--- src/rtl/tcm_pkg.sv ---
// Shared types and constants for the trimmed, clamped median block.
// No dependencies; every other file of the block imports this package.
package tcm_pkg;

  localparam int unsigned MAX_POINTS_DEF = 1024;

  localparam int unsigned SAMPLE_W = 24;
  localparam int unsigned VAL_W    = 17;
  localparam int unsigned TRIM_W   = 3;
  localparam int unsigned BIT_W    = 5;
  localparam int unsigned CFG_IDX_W = 2;
  localparam int unsigned CFG_DATA_W = 17;

  // Register indexes of the configuration port
  localparam logic [CFG_IDX_W-1:0] REG_TRIM_BOTTOM = 2'd0;
  localparam logic [CFG_IDX_W-1:0] REG_TRIM_TOP    = 2'd1;
  localparam logic [CFG_IDX_W-1:0] REG_CLAMP_LOW   = 2'd2;
  localparam logic [CFG_IDX_W-1:0] REG_CLAMP_HIGH  = 2'd3;

  localparam logic [TRIM_W-1:0] TRIM_RESET      = 3'd1;
  localparam logic [VAL_W-1:0]  CLAMP_LOW_RESET  = 17'd0;
  localparam logic [VAL_W-1:0]  CLAMP_HIGH_RESET = 17'd65536;
  localparam logic [VAL_W-1:0]  VAL_MAX          = 17'h1FFFF;

  // floor(x/10) = (x * RECIP) >> RECIP_SHIFT, exact for x below 2^20
  localparam int unsigned RECIP_W     = 20;
  localparam logic [RECIP_W-1:0] RECIP = 20'd838861;
  localparam int unsigned RECIP_SHIFT = 23;

  // Commands from the controller to the datapath
  typedef struct packed {
    logic load;        // request accepted, store the sample
    logic trim_mul;    // trim tenths times sample count
    logic trim_div;    // divide the products by ten
    logic win_set;     // settle the window end
    logic count_start; // open the counting pass
    logic count_run;
    logic bit_start;   // open one bit-decision pass
    logic bit_run;
    logic bit_update;  // take the decision of the finished bit pass
    logic finish;      // write the result register, restart the profile
  } tcm_cmd_t;

  // Status from the datapath to the controller
  typedef struct packed {
    logic pass_done;
    logic cnt_zero;
    logic bit_last;
    logic out_hold;
  } tcm_sts_t;

endpackage

--- src/rtl/tcm_ctrl.sv ---
// Controller state machine: sequences loading, window setup and selection passes.
// Depends on tcm_pkg for the command and status structs.
module tcm_ctrl import tcm_pkg::*; (
  input  logic     clk_i,
  input  logic     rst_ni,
  input  logic     in_valid_i,
  input  logic     in_last_i,
  output logic     in_ready_o,
  input  tcm_sts_t sts_i,
  output tcm_cmd_t cmd_o
);

  typedef enum logic [8:0] {
    S_LOAD   = 9'b000000001,
    S_MUL    = 9'b000000010,
    S_DIV    = 9'b000000100,
    S_WIN    = 9'b000001000,
    S_CSTART = 9'b000010000,
    S_COUNT  = 9'b000100000,
    S_BSTART = 9'b001000000,
    S_BPASS  = 9'b010000000,
    S_RESULT = 9'b100000000
  } state_e;

  state_e state_q, state_d;

  always_ff @(posedge clk_i or negedge rst_ni) begin
    if (!rst_ni) begin
      state_q <= S_LOAD;
    end else begin
      state_q <= state_d;
    end
  end

  // Next state and command decode
  always_comb begin
    state_d    = state_q;
    cmd_o      = '0;
    in_ready_o = 1'b0;
    case (state_q)
      S_LOAD: begin
        in_ready_o = 1'b1;
        if (in_valid_i) begin
          cmd_o.load = 1'b1;
          if (in_last_i) state_d = S_MUL;
        end
      end
      S_MUL: begin
        cmd_o.trim_mul = 1'b1;
        state_d = S_DIV;
      end
      S_DIV: begin
        cmd_o.trim_div = 1'b1;
        state_d = S_WIN;
      end
      S_WIN: begin
        cmd_o.win_set = 1'b1;
        state_d = S_CSTART;
      end
      S_CSTART: begin
        cmd_o.count_start = 1'b1;
        state_d = S_COUNT;
      end
      S_COUNT: begin
        cmd_o.count_run = 1'b1;
        if (sts_i.pass_done) begin
          state_d = sts_i.cnt_zero ? S_RESULT : S_BSTART;
        end
      end
      S_BSTART: begin
        cmd_o.bit_start = 1'b1;
        state_d = S_BPASS;
      end
      S_BPASS: begin
        cmd_o.bit_run = 1'b1;
        if (sts_i.pass_done) begin
          cmd_o.bit_update = 1'b1;
          state_d = sts_i.bit_last ? S_RESULT : S_BSTART;
        end
      end
      S_RESULT: begin
        // wait until the result register is free
        if (!sts_i.out_hold) begin
          cmd_o.finish = 1'b1;
          state_d = S_LOAD;
        end
      end
      default: begin
        state_d = S_LOAD;
      end
    endcase
  end

endmodule

--- config.mk ---
export PLATFORM = sky130hd
export DESIGN_NAME = tcm_ctrl
export DESIGN_NICKNAME = d
export VERILOG_FILES = /design/src/rtl/tcm_pkg.sv /design/src/rtl/tcm_ctrl.sv
export SDC_FILE = /design/constraint.sdc
export NUM_CORES = 1
export LEC_CHECK = 0
export BUFFER_PORTS_ARGS = -buffer_cell sky130_fd_sc_hd__buf_2
export CORE_ASPECT_RATIO = 0.75
export CORE_MARGIN = 10
export CORE_UTILIZATION = 37
export CTS_CLUSTER_DIAMETER = 100
export DETAILED_ROUTE_END_ITERATION = 16
export PLACE_DENSITY = 0.6
export SETUP_SLACK_MARGIN = 0.5
export SKIP_CTS_REPAIR_TIMING = 1
export SLEW_MARGIN = 20
export SYNTH_ARGS = -nofsm -noshare
export SYNTH_HDL_FRONTEND = slang
export SYNTH_SLANG_ARGS = --single-unit
--- constraint.sdc ---
create_clock -name clk_i -period 2.8 [get_ports clk_i]
set_input_delay 0.56 -clock clk_i [delete_from_list [all_inputs] [get_ports clk_i]]
set_output_delay 0.56 -clock clk_i [all_outputs]
set_load 0.03 [all_outputs]
; After elaboration in Yosys (flattened, before gate mapping)
; Index checks and enable logic that the tools add are counted.
; W data, S select, Z words.
[totals]
inputBits = 8
output_inout_bits = 11
reg_bits = 9
[op_classes]
eq_ne = 14
mux = 21
reduce_logical = 1
[op_table]
columns = op, n
row1 = $pmux W9 S9, 1
row2 = $mux W9, 7
row3 = $mux W1, 12
row4 = $ne A2 B2 Y1 const B, 5
row5 = $eq A9 B1 Y1 const B, 1
row6 = $eq A9 B2 Y1 const B, 1
row7 = $eq A9 B3 Y1 const B, 1
row8 = $eq A9 B4 Y1 const B, 1
row9 = $eq A9 B5 Y1 const B, 1
row10 = $eq A9 B6 Y1 const B, 1
row11 = $eq A9 B7 Y1 const B, 1
row12 = $eq A9 B8 Y1 const B, 1
row13 = $eq A9 B9 Y1 const B, 1
row14 = $reduce_and A5 Y1, 1
row15 = $mux W2, 1

; Logic depth before layout (Yosys ltp)
[logic_depth]
ltp_word = 3
ltp_mapped = 5
mapped_depth_nobuf = 4

; Least setup slack after synthesis
; Ideal clock, no wire load.
[synth_path]
kind = register to output
start = register state_q[5]
end = output cmd_o[7] in the netlist's numbering
path_slack_ns = 0.218
n_path_buf = 1
path_stages_with_launch = 5
arrival_time_ns = 2.022
cell_sequence = dfrtp_1 > buf_4 > nor4_4 > nand2_1 > nor4b_1
[synth_rtl]
columns = item, line_no
row1 = "start, declared", tcm_ctrl.sv:25  ; state_e state_q, state_d;
row2 = "start signal, assigned", tcm_ctrl.sv:31  ; state_q <= state_d;
row3 = "end, declared", tcm_ctrl.sv:10  ; output tcm_cmd_t cmd_o

==> reports/metrics.yaml <==
critical_path:
  endpoint: "cmd_o[9]"
  worstSetupStartpoint: "state_q[7]"
  criticalPathCategory: "reg -> out"
  r2r_cells: 5
  path_cells: "nor4_4, buf_4, and3b_2, and2_4, buf_6"
  crit_path_end_kind: "output pin"
  crit_slowest_cell: "dfrtp_2"
  reg2reg_to: "state_q[6]"
  worstPathArrival_ns: 1.74
  startpoint_type: "flop"
  r2r-start: "state_q[3]"
  crit_fanout: 7
  r2r_slack_ns: 1.09
  crit_required_ns: 2.24
  slowest_delay_ns: 0.47
finish:
  largest_register: "state_q"
  area_growth_pct: 32.8
  final_common_cell: "buf_2"
  final_cell_area_um2: 901
  reg.largest.list: "state_q: 9 flops"
  fillerInstances: 150
  layout-drive-gt1-share_pct: 52.5
  final_cell_mix: "buf_2, buf_4, nor2_1, inv_1"
  largest_reg_flops: 9
  final_nets: 108
  antenna_cells: 0
sta:
  tns_ns: 0
  setup_viol: 0
  tightest_slew_ns: 0.409
  hold_violations: 0
  final_max_slew_viol_count: 0
  finalCritPeriodShare_pct: 82.1
  finalCriticalPeriod_ns: 2.30
  finClkSkew_ns: 0.00969
  grt_setup_unrepaired: "yes"
  max_freq_mhz: 435
  slew_headroom_pct: 72.3
clock_tree:
  ctsRootBufferMaster: "clkbuf_4"
  htree_levels: 1
  cts_tree: "yes"
  clk_transition_reported_paths_ns: 0.07
  worstSkewPairLatency_ns: 0.27
  clock_path_buffers: 2
  cts.sinks: 9
  numCtsBuffers: 3
synthesis:
  ys_warn_count: 0
  synth_cell_type_count: 36
  synth-seq-cells: 9
  seq_area_frac_synth_pct: 33.4
  syn_area_um2: 678
  syn_nets: 82
  syn_inst: 74
  synth.avg_cell_area_um2: 9.16
pwr:
  p_int_uw: 370
  leakage_uw: 0.000408
  max-vdd-ir-drop_mv: 0.753
  p_clk_share_pct: 15.6
  swShare_pct: 44.9
  p_comb_share_pct: 53.5
  seqPwrFrac_pct: 30.9
  p_per_area_mw_per_mm2: 746
  p_sw_uw: 302
flow_run:
  maxCapViolCount: 0
global_route:
  grt_pass1_vias: 585
  grt_max_degree: 11
  grt_pass1_wl_um: 2730
  antenna_found_initial: 0
  grt-ovfl-total: 0
  grt_usage_pct: 8.15
floorplan:
  io_pins: 19
  dieArea_mm2: 0.00396
  dieWidth_um: 69.4
  start_util_pct: 39.0
  die_y_um: 57.1
  core_area_mm2: 0.00174
  placementRows: 13
drt:
  final_antenna_net_count: 0
  routed_wl_um: 1870
  drc_errors: 0
  first_pass_iters: 4
  vias: 680
  viasPerCell: 5.62
  drt_iter0_drc: 13
  wl_per_cell_um: 15.5
place:
  port-buffer-count: 18
  placedInstanceArea_um2: 771
  place.gp.congestion: 0.768
  dp_hpwl_um: 1330
run_status:
  status: "complete, no violations"
worst_hold_path:
  hp-class: "in -> async"
-- logic make-up after synthesis --
logic type	after synthesis	share of synthesized area (%)
XOR/XNOR	3	3.88
AND/OR/NAND/NOR	39	39.9
AO/OA/AOI/OAI	13	13.8
flip-flops	9	33.4
buffers and inverters	10	9.04
-- routing by layer --
| layer | up-vias | GRT usage (%) | routed length (µm) |
|---|---|---|---|
| li1 | 319 | - | - |
| met1 | 339 | 10.4 | 879 |
| met2 | 18 | 12.2 | 864 |
| met3 | 4 | 2.42 | 82 |
| met4 | 0 | 4.01 | 44 |
| met5 | - | 0 | 0 |
-- worst min path at each step --
stage          startpoint          to  slack, ns  cells after the start
2_1_floorplan      rst_ni  state_q[1]       0.26                      0
3_3_place_gp       rst_ni  state_q[3]       0.42                      1
3_5_place_dp       rst_ni  state_q[4]       0.42                      1
4_1_cts            rst_ni  state_q[7]       0.14                      1
5_1_grt            rst_ni  state_q[5]       0.14                      1
6_report           rst_ni  state_q[7]       0.13                      1
-- critical path, delay by kind of cell (launching register included) --
family | cells | cell delay, ns
buffers and inverters | 2 | 0.29
and+or+nand+nor | 3 | 0.71
DFF | 1 | 0.47
-- power by group through the flow --
stage	Clock (µW)	Sequential [µW]	Combinational, µW
5_1_grt	115	212	388
2_1_floorplan	0	185	249
4_1_cts	104	202	297
3_3_place_gp	0	206	293
3_5_place_dp	0	203	295
6_report	105	208	360
-- synthesized netlist by cell type, drive strengths merged --
master / count / share of area (%)
nor4b: 5 / 6.5
nor3: 4 / 4.6
nor2: 6 / 3.3
nor4: 3 / 5.0
and3: 5 / 5.4
a211oi: 1 / 1.1
o21ai: 3 / 2.2
o311ai: 1 / 2.4
nand4: 1 / 0.92
and2b: 1 / 1.1
nand2: 4 / 2.2
a21oi: 1 / 0.74
nand3b: 1 / 1.1
xnor2: 1 / 1.3
and2: 2 / 1.8
buf: 5 / 6.3
xor2: 2 / 2.6
nor3b: 2 / 2.2
a21o: 1 / 1.1
dfstp: 1 / 3.9
nand4b: 1 / 1.3
and3b: 1 / 1.3
or3: 1 / 0.92
a21boi: 1 / 1.1
nand3: 2 / 2.2
o31ai: 2 / 2.2
inv: 5 / 2.8
dfrtp: 8 / 30
a31oi: 2 / 1.8
o211ai: 1 / 1.1
-- cell type report --
type	instances	area, µm²	area share, %
Multi-Input combinational cell	55	433	48.1
Sequential cell	9	231	25.7
Timing Repair Buffer	26	164	18.2
Tap cell	22	27.5	3.06
Clock buffer	4	26.3	2.92
Inverter	5	18.8	2.08
-- stage by stage --
stage                     total power, µW  utilization, %  cells  setup slack, ns  hold slack (ns)
after floorplan                       434               -     74            0.487            0.264
after global placement                498            44.3    109            0.751            0.424
after detailed placement              498            44.3    109            0.724            0.425
after CTS                             603            45.8    113            0.422            0.137
after global routing                  715            51.8    121            0.403            0.137
final                                 672            51.8    121            0.501            0.134
(Power assumes the default switching activity.)
